<file path="config.mk">
export PLATFORM = sky130hd
export DESIGN_NAME = battery_usage_supervisor
export DESIGN_NICKNAME = d
export VERILOG_FILES = /design/src/sv/bsup_pkg.sv /design/src/sv/bsup_cfg_regs.sv /design/src/sv/bsup_core.sv /design/src/sv/battery_usage_supervisor.sv
export SDC_FILE = /design/constraint.sdc
export NUM_CORES = 1
export LEC_CHECK = 0
export ABC_AREA = 0
export BUFFER_PORTS_ARGS = -buffer_cell sky130_fd_sc_hd__buf_2
export CORE_ASPECT_RATIO = 1.2
export CORE_MARGIN = 4
export CORE_UTILIZATION = 60
export CTS_BUF_LIST = sky130_fd_sc_hd__clkbuf_16
export DETAILED_ROUTE_END_ITERATION = 6
export PLACE_DENSITY = 0.85
export SLEW_MARGIN = 10
export SYNTH_ARGS = -nofsm -noshare
export SYNTH_HDL_FRONTEND = slang
export SYNTH_SLANG_ARGS = --single-unit
</file>
<file path="constraint.sdc">
create_clock -name clk_i -period 4 [get_ports clk_i]
set_input_delay 0.4 -clock clk_i [delete_from_list [all_inputs] [get_ports clk_i]]
set_output_delay 0.4 -clock clk_i [all_outputs]
set_load 0.03 [all_outputs]
</file>
<file path="src/sv/bsup_pkg.sv">
`default_nettype none
package bsup_pkg;

  // Field widths
  localparam int unsigned READING_W     = 12;
  localparam int unsigned TICKS_W       = 8;
  localparam int unsigned SHUT_W        = 10;
  localparam int unsigned USAGE_W       = 32;
  localparam int unsigned MINUTES_OUT_W = 16;
  localparam int unsigned WARN_W        = 2;

  // Usage report timing
  localparam int unsigned START_MINUTES    = 20;
  localparam int unsigned GAP_MINUTES      = 20;
  localparam int unsigned TICKS_PER_MINUTE = 600;

  // Usage time is kept as ticks within the minute, whole minutes and
  // minutes since the last report, so no divider is needed.
  localparam int unsigned SUB_W = (TICKS_PER_MINUTE > 1) ? $clog2(TICKS_PER_MINUTE) : 1;
  localparam int unsigned MIN_W = USAGE_W - $clog2(TICKS_PER_MINUTE) + 1;
  localparam int unsigned GAP_W = (GAP_MINUTES > 1) ? $clog2(GAP_MINUTES + 1) : 1;

  localparam logic [SUB_W-1:0] SUB_LAST   = SUB_W'(TICKS_PER_MINUTE - 1);
  localparam logic [MIN_W-1:0] START_MINS = MIN_W'(START_MINUTES);
  localparam logic [GAP_W-1:0] GAP_LAST   = GAP_W'(GAP_MINUTES - 1);

  // Configuration port
  localparam int unsigned ADDR_W = 5;
  localparam int unsigned DATA_W = 32;

  typedef enum logic [2:0] {
    REG_CRITICAL_MAX   = 3'd0,
    REG_LOW_BAND_MIN   = 3'd1,
    REG_LOW_BAND_MAX   = 3'd2,
    REG_NORMAL_MIN     = 3'd3,
    REG_CRITICAL_TICKS = 3'd4,
    REG_LOW_TICKS      = 3'd5,
    REG_NORMAL_TICKS   = 3'd6,
    REG_SHUTDOWN_TICKS = 3'd7
  } reg_e;

  localparam logic [READING_W-1:0] CRITICAL_MAX_RST   = 12'd1190;
  localparam logic [READING_W-1:0] LOW_BAND_MIN_RST   = 12'd1210;
  localparam logic [READING_W-1:0] LOW_BAND_MAX_RST   = 12'd1290;
  localparam logic [READING_W-1:0] NORMAL_MIN_RST     = 12'd1310;
  localparam logic [TICKS_W-1:0]   CRITICAL_TICKS_RST = 8'd50;
  localparam logic [TICKS_W-1:0]   LOW_TICKS_RST      = 8'd20;
  localparam logic [TICKS_W-1:0]   NORMAL_TICKS_RST   = 8'd10;
  localparam logic [SHUT_W-1:0]    SHUTDOWN_TICKS_RST = 10'd600;

  typedef enum logic [1:0] {
    ST_NORMAL   = 2'd0,
    ST_LOW      = 2'd1,
    ST_CRITICAL = 2'd2
  } status_e;

  typedef struct packed {
    logic [READING_W-1:0] critical_max;
    logic [READING_W-1:0] low_band_min;
    logic [READING_W-1:0] low_band_max;
    logic [READING_W-1:0] normal_min;
    logic [TICKS_W-1:0]   critical_ticks;
    logic [TICKS_W-1:0]   low_ticks;
    logic [TICKS_W-1:0]   normal_ticks;
    logic [SHUT_W-1:0]    shutdown_ticks;
  } cfg_t;

  typedef struct packed {
    logic                     low_power_mark;
    logic [1:0]               battery_status;
    logic                     shutdown_request;
    logic [MINUTES_OUT_W-1:0] report_minutes;
    logic                     report_valid;
    logic                     warn_off;
    logic [WARN_W-1:0]        warn_on_count;
  } res_t;

endpackage
`default_nettype wire

</file>
<file path="src/sv/bsup_cfg_regs.sv">
`default_nettype none
module bsup_cfg_regs (
  input  wire logic                            clk_i,
  input  wire logic                            rst_ni,
  input  wire logic                            psel,
  input  wire logic                            penable,
  input  wire logic                            pwrite,
  input  wire logic [bsup_pkg::ADDR_W-1:0]     paddr,
  input  wire logic [bsup_pkg::DATA_W-1:0]     pwdata,
  output logic      [bsup_pkg::DATA_W-1:0]     prdata,
  output logic                                 pready,
  output bsup_pkg::cfg_t                       cfg_o
);

  bsup_pkg::cfg_t  cfg_q;
  bsup_pkg::reg_e  reg_sel;
  logic            wr_en;

  assign pready  = 1'b1;
  assign reg_sel = bsup_pkg::reg_e'(paddr[4:2]);
  assign wr_en   = psel & penable & pwrite;
  assign cfg_o   = cfg_q;

  // Register file, written in the access phase.
  always_ff @(posedge clk_i or negedge rst_ni) begin
    if (!rst_ni) begin
      cfg_q.critical_max   <= bsup_pkg::CRITICAL_MAX_RST;
      cfg_q.low_band_min   <= bsup_pkg::LOW_BAND_MIN_RST;
      cfg_q.low_band_max   <= bsup_pkg::LOW_BAND_MAX_RST;
      cfg_q.normal_min     <= bsup_pkg::NORMAL_MIN_RST;
      cfg_q.critical_ticks <= bsup_pkg::CRITICAL_TICKS_RST;
      cfg_q.low_ticks      <= bsup_pkg::LOW_TICKS_RST;
      cfg_q.normal_ticks   <= bsup_pkg::NORMAL_TICKS_RST;
      cfg_q.shutdown_ticks <= bsup_pkg::SHUTDOWN_TICKS_RST;
    end else if (wr_en) begin
      unique case (reg_sel)
        bsup_pkg::REG_CRITICAL_MAX:   cfg_q.critical_max   <= pwdata[11:0];
        bsup_pkg::REG_LOW_BAND_MIN:   cfg_q.low_band_min   <= pwdata[11:0];
        bsup_pkg::REG_LOW_BAND_MAX:   cfg_q.low_band_max   <= pwdata[11:0];
        bsup_pkg::REG_NORMAL_MIN:     cfg_q.normal_min     <= pwdata[11:0];
        bsup_pkg::REG_CRITICAL_TICKS: cfg_q.critical_ticks <= pwdata[7:0];
        bsup_pkg::REG_LOW_TICKS:      cfg_q.low_ticks      <= pwdata[7:0];
        bsup_pkg::REG_NORMAL_TICKS:   cfg_q.normal_ticks   <= pwdata[7:0];
        bsup_pkg::REG_SHUTDOWN_TICKS: cfg_q.shutdown_ticks <= pwdata[9:0];
        default: ;
      endcase
    end
  end

  // Read mux.
  always_comb begin
    prdata = '0;
    unique case (reg_sel)
      bsup_pkg::REG_CRITICAL_MAX:   prdata = 32'(cfg_q.critical_max);
      bsup_pkg::REG_LOW_BAND_MIN:   prdata = 32'(cfg_q.low_band_min);
      bsup_pkg::REG_LOW_BAND_MAX:   prdata = 32'(cfg_q.low_band_max);
      bsup_pkg::REG_NORMAL_MIN:     prdata = 32'(cfg_q.normal_min);
      bsup_pkg::REG_CRITICAL_TICKS: prdata = 32'(cfg_q.critical_ticks);
      bsup_pkg::REG_LOW_TICKS:      prdata = 32'(cfg_q.low_ticks);
      bsup_pkg::REG_NORMAL_TICKS:   prdata = 32'(cfg_q.normal_ticks);
      bsup_pkg::REG_SHUTDOWN_TICKS: prdata = 32'(cfg_q.shutdown_ticks);
      default:                      prdata = '0;
    endcase
  end

endmodule
`default_nettype wire

</file>
<file path="src/sv/bsup_core.sv">
`default_nettype none
module bsup_core (
  input  wire logic                               clk_i,
  input  wire logic                               rst_ni,
  input  wire logic                               step_i,
  input  wire logic [bsup_pkg::READING_W-1:0]     reading_i,
  input  wire logic                               ignition_i,
  input  wire bsup_pkg::cfg_t                     cfg_i,
  output bsup_pkg::res_t                          res_o
);

  logic [bsup_pkg::TICKS_W-1:0] crit_cnt_q, crit_cnt_d;
  logic [bsup_pkg::TICKS_W-1:0] low_cnt_q, low_cnt_d;
  logic [bsup_pkg::TICKS_W-1:0] norm_cnt_q, norm_cnt_d;
  bsup_pkg::status_e            status_q, status_d;
  logic                         low_power_q, low_power_d;
  logic                         prev_ign_q, prev_ign_d;
  logic                         warn_act_q, warn_act_d;
  logic [bsup_pkg::SHUT_W-1:0]  off_q, off_d, off_inc;
  logic [bsup_pkg::USAGE_W-1:0] usage_q, usage_d;
  logic [bsup_pkg::SUB_W-1:0]   sub_q, sub_d;
  logic [bsup_pkg::MIN_W-1:0]   min_q, min_d;
  logic [bsup_pkg::GAP_W-1:0]   gap_q, gap_d;

  logic                         in_crit, in_low, in_norm;
  logic [bsup_pkg::WARN_W-1:0]  warn_on;
  logic                         warn_off, rep_valid, shut;
  logic [bsup_pkg::MINUTES_OUT_W-1:0] rep_min;

  // Band decode: critical wins over low, low over normal.
  assign in_crit = reading_i <= cfg_i.critical_max;
  assign in_low  = !in_crit && reading_i >= cfg_i.low_band_min &&
                   reading_i <= cfg_i.low_band_max;
  assign in_norm = !in_crit && !in_low && reading_i >= cfg_i.normal_min;
  assign off_inc = off_q + 1'b1;

  // Next-state and result logic for one tick.
  always_comb begin
    crit_cnt_d  = crit_cnt_q;
    low_cnt_d   = low_cnt_q;
    norm_cnt_d  = norm_cnt_q;
    status_d    = status_q;
    low_power_d = low_power_q;
    prev_ign_d  = ignition_i;
    warn_act_d  = warn_act_q;
    off_d       = off_q;
    usage_d     = usage_q;
    sub_d       = sub_q;
    min_d       = min_q;
    gap_d       = gap_q;
    warn_on     = '0;
    warn_off    = 1'b0;
    rep_valid   = 1'b0;
    rep_min     = '0;
    shut        = 1'b0;

    // Band counters qualify the status.
    if (in_crit) begin
      if (crit_cnt_q < cfg_i.critical_ticks) crit_cnt_d = crit_cnt_q + 1'b1;
      else status_d = bsup_pkg::ST_CRITICAL;
      low_cnt_d  = '0;
      norm_cnt_d = '0;
    end else if (in_low) begin
      if (low_cnt_q < cfg_i.low_ticks) low_cnt_d = low_cnt_q + 1'b1;
      else status_d = bsup_pkg::ST_LOW;
      crit_cnt_d = '0;
      norm_cnt_d = '0;
    end else if (in_norm) begin
      if (norm_cnt_q < cfg_i.normal_ticks) norm_cnt_d = norm_cnt_q + 1'b1;
      else status_d = bsup_pkg::ST_NORMAL;
      crit_cnt_d = '0;
      low_cnt_d  = '0;
    end
    if (status_d == bsup_pkg::ST_NORMAL) low_power_d = 1'b0;

    // Ignition rising while critical raises a warning.
    if (prev_ign_q != ignition_i && ignition_i && status_d == bsup_pkg::ST_CRITICAL) begin
      warn_on    = warn_on + 1'b1;
      warn_act_d = 1'b1;
    end

    if (!ignition_i || status_d == bsup_pkg::ST_CRITICAL) begin
      // Shutdown timer runs; usage time is dropped.
      usage_d = '0;
      sub_d   = '0;
      min_d   = '0;
      gap_d   = '0;
      off_d   = off_inc;
      if (off_inc == bsup_pkg::SHUT_W'(1) && ignition_i) begin
        warn_act_d = 1'b1;
        warn_on    = warn_on + 1'b1;
      end
      if (off_inc == cfg_i.shutdown_ticks) begin
        off_d       = '0;
        low_power_d = 1'b1;
        shut        = 1'b1;
        warn_act_d  = 1'b0;
      end
    end else begin
      if (warn_act_q) begin
        warn_off   = 1'b1;
        warn_act_d = 1'b0;
      end
      off_d = '0;
      if (status_d == bsup_pkg::ST_LOW) begin
        // Usage time advances one tick; counters wrap with the 32-bit count.
        if (usage_q == '1) begin
          usage_d = '0;
          sub_d   = '0;
          min_d   = '0;
          gap_d   = '0;
        end else begin
          usage_d = usage_q + 1'b1;
          if (sub_q == bsup_pkg::SUB_LAST) begin
            sub_d = '0;
            min_d = min_q + 1'b1;
            if (min_d == bsup_pkg::START_MINS) gap_d = '0;
            else if (min_d > bsup_pkg::START_MINS)
              gap_d = (gap_q == bsup_pkg::GAP_LAST) ? '0 : gap_q + 1'b1;
          end else begin
            sub_d = sub_q + 1'b1;
          end
        end
        if (sub_d == '0 && min_d >= bsup_pkg::START_MINS && gap_d == '0) begin
          rep_valid = 1'b1;
          rep_min   = bsup_pkg::MINUTES_OUT_W'(min_d);
        end
      end else begin
        if (usage_q != '0) rep_valid = 1'b1;
        usage_d = '0;
        sub_d   = '0;
        min_d   = '0;
        gap_d   = '0;
      end
    end
  end

  // Supervisor state, advanced once per tick.
  always_ff @(posedge clk_i or negedge rst_ni) begin
    if (!rst_ni) begin
      crit_cnt_q  <= '0;
      low_cnt_q   <= '0;
      norm_cnt_q  <= '0;
      status_q    <= bsup_pkg::ST_NORMAL;
      low_power_q <= 1'b0;
      prev_ign_q  <= 1'b1;
      warn_act_q  <= 1'b0;
      off_q       <= '0;
      usage_q     <= '0;
      sub_q       <= '0;
      min_q       <= '0;
      gap_q       <= '0;
    end else if (step_i) begin
      crit_cnt_q  <= crit_cnt_d;
      low_cnt_q   <= low_cnt_d;
      norm_cnt_q  <= norm_cnt_d;
      status_q    <= status_d;
      low_power_q <= low_power_d;
      prev_ign_q  <= prev_ign_d;
      warn_act_q  <= warn_act_d;
      off_q       <= off_d;
      usage_q     <= usage_d;
      sub_q       <= sub_d;
      min_q       <= min_d;
      gap_q       <= gap_d;
    end
  end

  assign res_o.warn_on_count    = warn_on;
  assign res_o.warn_off         = warn_off;
  assign res_o.report_valid     = rep_valid;
  assign res_o.report_minutes   = rep_min;
  assign res_o.shutdown_request = shut;
  assign res_o.battery_status   = status_d;
  assign res_o.low_power_mark   = low_power_d;

endmodule
`default_nettype wire

</file>
<file path="src/sv/battery_usage_supervisor.sv">
// Battery usage supervisor.
// One input word per 100 ms tick arrives on the s_axis channel: the battery
// converter sample and the ignition level. Every word yields exactly one
// result word on the m_axis channel: warning on/off counts, a usage report
// (minutes while the status is low, zero when low status ends), a shutdown
// request pulse, the qualified battery status and the low-power mark.
// The word passes an input register, one pass of compare and counter logic
// and a result register, which raises m_axis_tvalid; a new word is taken in
// every cycle while the receiver takes the results.
// When the receiver stalls, the result register holds its word and the input
// register keeps taking one more word; after that s_axis_tready drops until
// the result is taken. No word is lost or repeated.
// Thresholds and tick limits sit in eight APB registers at byte addresses
// 0x00..0x1C; the user writes them only while the stream is idle, which the
// block does not enforce. Reset brings the registers to their defaults, the
// status to normal, all counters to zero and the remembered ignition level to on.
`default_nettype none
module battery_usage_supervisor (
  input  wire logic                          clk_i,
  input  wire logic                          rst_ni,
  // Input word: [11:0] battery_reading, [12] ignition_on, [15:13] zero
  input  wire logic                          s_axis_tvalid,
  output logic                               s_axis_tready,
  input  wire logic [15:0]                   s_axis_tdata,
  // Result word: [1:0] warn_on_count, [2] warn_off, [3] report_valid,
  // [19:4] report_minutes, [20] shutdown_request, [22:21] battery_status,
  // [23] low_power_mark
  output logic                               m_axis_tvalid,
  input  wire logic                          m_axis_tready,
  output logic [23:0]                        m_axis_tdata,
  input  wire logic                          psel,
  input  wire logic                          penable,
  input  wire logic                          pwrite,
  input  wire logic [bsup_pkg::ADDR_W-1:0]   paddr,
  input  wire logic [bsup_pkg::DATA_W-1:0]   pwdata,
  output logic      [bsup_pkg::DATA_W-1:0]   prdata,
  output logic                               pready
);

  bsup_pkg::cfg_t                   cfg;
  bsup_pkg::res_t                   res, out_q;
  logic                             in_valid_q, out_valid_q, advance;
  logic [bsup_pkg::READING_W-1:0]   reading_q;
  logic                             ign_q;

  bsup_cfg_regs u_cfg (
    .clk_i   (clk_i),
    .rst_ni  (rst_ni),
    .psel    (psel),
    .penable (penable),
    .pwrite  (pwrite),
    .paddr   (paddr),
    .pwdata  (pwdata),
    .prdata  (prdata),
    .pready  (pready),
    .cfg_o   (cfg)
  );

  // Handshake: the input word moves on when the result register is free.
  assign advance       = in_valid_q && (!out_valid_q || m_axis_tready);
  assign s_axis_tready = !in_valid_q || advance;

  // Input register.
  always_ff @(posedge clk_i or negedge rst_ni) begin
    if (!rst_ni) begin
      in_valid_q <= 1'b0;
    end else if (s_axis_tready) begin
      in_valid_q <= s_axis_tvalid;
    end
  end

  always_ff @(posedge clk_i) begin
    if (s_axis_tvalid && s_axis_tready) begin
      reading_q <= s_axis_tdata[11:0];
      ign_q     <= s_axis_tdata[12];
    end
  end

  bsup_core u_core (
    .clk_i      (clk_i),
    .rst_ni     (rst_ni),
    .step_i     (advance),
    .reading_i  (reading_q),
    .ignition_i (ign_q),
    .cfg_i      (cfg),
    .res_o      (res)
  );

  // Result register.
  always_ff @(posedge clk_i or negedge rst_ni) begin
    if (!rst_ni) begin
      out_valid_q <= 1'b0;
    end else if (!out_valid_q || m_axis_tready) begin
      out_valid_q <= in_valid_q;
    end
  end

  always_ff @(posedge clk_i) begin
    if (advance) out_q <= res;
  end

  assign m_axis_tvalid = out_valid_q;
  assign m_axis_tdata  = out_q;

endmodule
`default_nettype wire

</file>
==> run_results.csv <==
group,metric,value,unit
run_status,outcome,"finished, violations left",
run_status,violations,"hold timing",
detailed_routing,drt_first_pass_iters,6,
timing,tightest_slew,0.919,ns
cells_and_area,final_nets,1773,
timing,setup_viol,0,
cts,ctsHoldBuffers,0,
placement,portBuffers,72,
cts,post_cts_buffers,0,
global_routing,antenna_found_initial,0,
power,ir_worst_vdd,0.294,mV
cts,numCtsBuffers,24,
worst_setup_path,worstSetupPathType,"register to register",
power,p_leak,7.01,nW
worst_setup_path,cp_slowest_cell,"dfstp_2",
worst_setup_path,cp.required,4.43,ns
die,io_pins,119,
timing,clock-skew-final,0.0202,ns
die,start_util,61.6,%
placement,numPlacedInstances,1923,
worst_setup_path,r2r-end,"u_core.sub_q[0]$_DFFE_PN0P_",
worst_setup_path,critPathTopFamily,"compound AO/OA/AOI/OAI gates",
die,die_area,26600,um^2
cells_and_area,drive_gt1_share,14.3,%
timing,fin_tns_setup,0,ns
synthesis,async_flop_share,83.9,%
timing,hold_viol,4,
worst_setup_path,cp_max_fo,33,
placement,dp_slack,0.230,ns
power,power_density,424,nW/um^2
synthesis,yosysTopAreaCell,"dfrtp_1",
global_routing,grt_pass1_wl,61500,um
synthesis,ys_ff_latch,230,
cts,clkSlewWorstSetupHoldPaths,0.06,ns
cts,cts.sink_count,230,
flow_run,max_cap_violations,0,
worst_setup_path,crit_buf_inv,3,
placement,dp_hpwl,26700,um
timing,period_needed,3.79,ns
detailed_routing,drt_wl_total,37900,um
synthesis,synth_area_leaders,"dfrtp_1, edfxtp_1, ha_1",
timing,layout_setup_ws,0.213,ns
detailed_routing,final_antenna_net_count,0,
worst_setup_path,cp-end-kind,"register",
synthesis,ys.warnings.count,0,
timing,rsz0062_at_grt,"no",
cts,cts_root_buf,"clkbuf_16",
worst_setup_path,rr_startpoint,"u_cfg.cfg_o[47]$_DFFE_PN1P_",
die,fp.dieH,178,um
worst_setup_path,worstPathCellList,"inv_1 > ha_1 > nor2b_1 > o21a_1 > o21a_1 > o21a_1 > o31ai_1 > a311oi_1 > buf_4 > nor3_2 > buf_4 > nand3_1 > o21ai_0",
timing,fin_hold_ws,-0.0139,ns
cells_and_area,num-fill-cells,1821,
synthesis,netlist.area_leader.share,27.7,%
synthesis,synth_area,14400,um^2
synthesis,yosysSeqAreaShare,41.4,%
cts,tritoncts,"yes",
cells_and_area,antenna_cells,0,
timing,slew_headroom,38.7,%
placement,place_congestion,0.946,
die,core,23400,um^2
detailed_routing,wire_per_inst,19.3,um
detailed_routing,via_count,12500,
global_routing,grt_max_degree,112,
worst_setup_path,r2r_slack,0.21,ns
detailed_routing,viasPerCell,6.38,
synthesis,synth_edf_count,37,
global_routing,grt_pass1_vias,12500,
cells_and_area,area_growth,9.30,%
cts,clockBufferDepth,3,
timing,max_freq,264,MHz
synthesis,ys.flop_type,"dfrtp_1",
die,die_w,150,um
worst_setup_path,reg2regPathDepth,13,
timing,finalCritPeriodShare,94.7,%
cts,clk_latency,0.52,ns
global_routing,gr-total-overflow,0,
worst_setup_path,crit_arrival,4.22,ns
worst_setup_path,path_depth,13,
cts,cts-resized-gates,0,
synthesis,ys_types,80,
cts,htreeDepth,1,
cells_and_area,layout.cells.non_filler,1964,
detailed_routing,drt_iter0_drc,1033,
worst_hold_path,hp-class,"primary input to async pin",
worst_setup_path,crit_top_cell,"o21a_1",
synthesis,synth_cells,1594,
die,rows,61,
synthesis,synth.avg_cell_area,9.06,um^2
global_routing,grtUsageTotal,28.2,%
worst_setup_path,slowest_delay,0.53,ns
worst_setup_path,startpoint_type,"register",
detailed_routing,drc,0,
timing,slew_viol_final,0,
routing by layer:
metal / track usage (%) / vias to the layer above / wire (um)
met5: 0 / - / 0
met4: 15.4 / 0 / 2210
met3: 3.81 / 135 / 2610
met2: 48.9 / 568 / 18800
met1: 33.9 / 6022 / 14300
li1: - / 5813 / -
registers in the layout, indices dropped and copies added, names as in the netlist:
| signal | flops |
|---|---|
| m_axis_tdata | 24 |
| u_core.gap_q | 5 |
| in_valid_q | 1 |
| u_core.prev_ign_q | 1 |
| u_core.status_q | 2 |
| u_cfg.cfg_o | 82 |
| u_core.usage_q | 32 |
| u_core.norm_cnt_q | 8 |
| u_core.off_q | 10 |
| m_axis_tvalid | 1 |
| u_core.min_q | 23 |
| u_core.low_cnt_q | 8 |
| ign_q | 1 |
| u_core.crit_cnt_q | 8 |
| u_core.warn_act_q | 1 |
| u_core.sub_q | 10 |
| reading_q | 12 |
| u_core.low_power_q | 1 |
worst register-to-register path: stages (launching register included):
cell and delay (ns):
dfstp_2 0.53, inv_1 0.05, ha_1 0.30, nor2b_1 0.13, o21a_1 0.16, o21a_1 0.16, o21a_1 0.17, o31ai_1 0.47
a311oi_1 0.24, buf_4 0.20, nor3_2 0.24, buf_4 0.42, nand3_1 0.35, o21ai_0 0.29
layout make-up:
| type | instances | area (um^2) | share of cell area [%] |
|---|---|---|---|
| inverters | 104 | 390 | 2.47 |
| well taps | 315 | 394 | 2.50 |
| clock buffers | 27 | 676 | 4.28 |
| repair buffers | 107 | 644 | 4.08 |
| flip-flops and latches | 230 | 5980 | 37.9 |
| multi-input cells | 1167 | 7640 | 48.4 |
| clock inverters | 14 | 57.6 | 0.365 |
cells in the mapped netlist (7+ instances only):
library cell	count
a21o_1	43
a21oi_1	46
o22ai_1	18
and4_1	8
o21ai_0	128
nand2_1	168
o211ai_1	17
nor4_1	25
nor3_1	36
mux2_2	32
clkbuf_1	66
ha_1	79
a31oi_1	35
nand4_1	47
buf_1	7
o21a_1	8
a211oi_1	11
dfstp_2	33
dfrtp_1	160
nand3_1	74
mux4_2	7
o31ai_1	12
nand2b_1	21
buf_4	26
buf_2	11
inv_1	102
mux2i_1	11
a22o_1	16
and2_1	12
nor2_1	95
or3_1	18
and3_1	19
nor2b_1	15
xnor2_1	32
xor2_1	25
edfxtp_1	37
report_power, final:
group          switching (mW)  internal (mW)  leakage, nW  total [mW]
registers               0.215           2.72         2.82        2.93
logic                    1.02          0.619         3.80        1.64
clock network           0.917           1.20        0.387        2.11
cell families after synthesis:
logic type | count (synthesis) | synth area share (%)
AOI/OAI and AO/OA | 390 | 17.7
xor gates and xnor gates | 57 | 3.46
adders and majority gates | 79 | 6.84
buffers and inverters | 216 | 6.45
DFF | 230 | 41.4
muxes | 50 | 4.35
other | 2 | 0.0520
and+or+nand+nor | 570 | 19.8
cell usage in the layout (no fill, tap or decap), types with 46 or more instances in the layout:
cell     netlist  layout
nand2_1      168     167
inv_1        102     108
ha_1          79      79
dfrtp_1      160     159
a21oi_1       46      46
nand4_1       47      47
o21ai_0      128     128
buf_2         11      71
nand3_1       74      74
nor2_1        95      95
worst max-delay path by stage:
| stage | from | to | slack (ns) |
|---|---|---|---|
| after floorplan | u_cfg.cfg_o[47]$_DFFE_PN1P_ | m_axis_tdata[14]$_SDFFCE_PP0P_ | 0.48 |
| after global placement | u_core.min_q[3]$_DFFE_PN0P_ | m_axis_tdata[10]$_SDFFCE_PP0P_ | 0.35 |
| after detailed placement | u_core.min_q[3]$_DFFE_PN0P_ | m_axis_tdata[10]$_SDFFCE_PP0P_ | 0.23 |
| after CTS | u_core.min_q[3]$_DFFE_PN0P_ | m_axis_tdata[10]$_SDFFCE_PP0P_ | 0.19 |
| after global routing | u_cfg.cfg_o[47]$_DFFE_PN1P_ | u_core.sub_q[0]$_DFFE_PN0P_ | 0.005 |
| final | u_cfg.cfg_o[47]$_DFFE_PN1P_ | u_core.sub_q[0]$_DFFE_PN0P_ | 0.21 |
per-stage QoR:
step | instance area [um^2] | utilization [%] | power, mW
6_report | 15800 | 67.4 | 6.69
3_5_place_dp | 15000 | 64.1 | 4.56
5_1_grt | 15800 | 67.4 | 7.01
3_3_place_gp | 15000 | 64.1 | 4.47
2_1_floorplan | 14500 | - | 4.05
4_1_cts | 15800 | 67.2 | 6.68
Note: power is estimated with default switching activity, not from simulation.
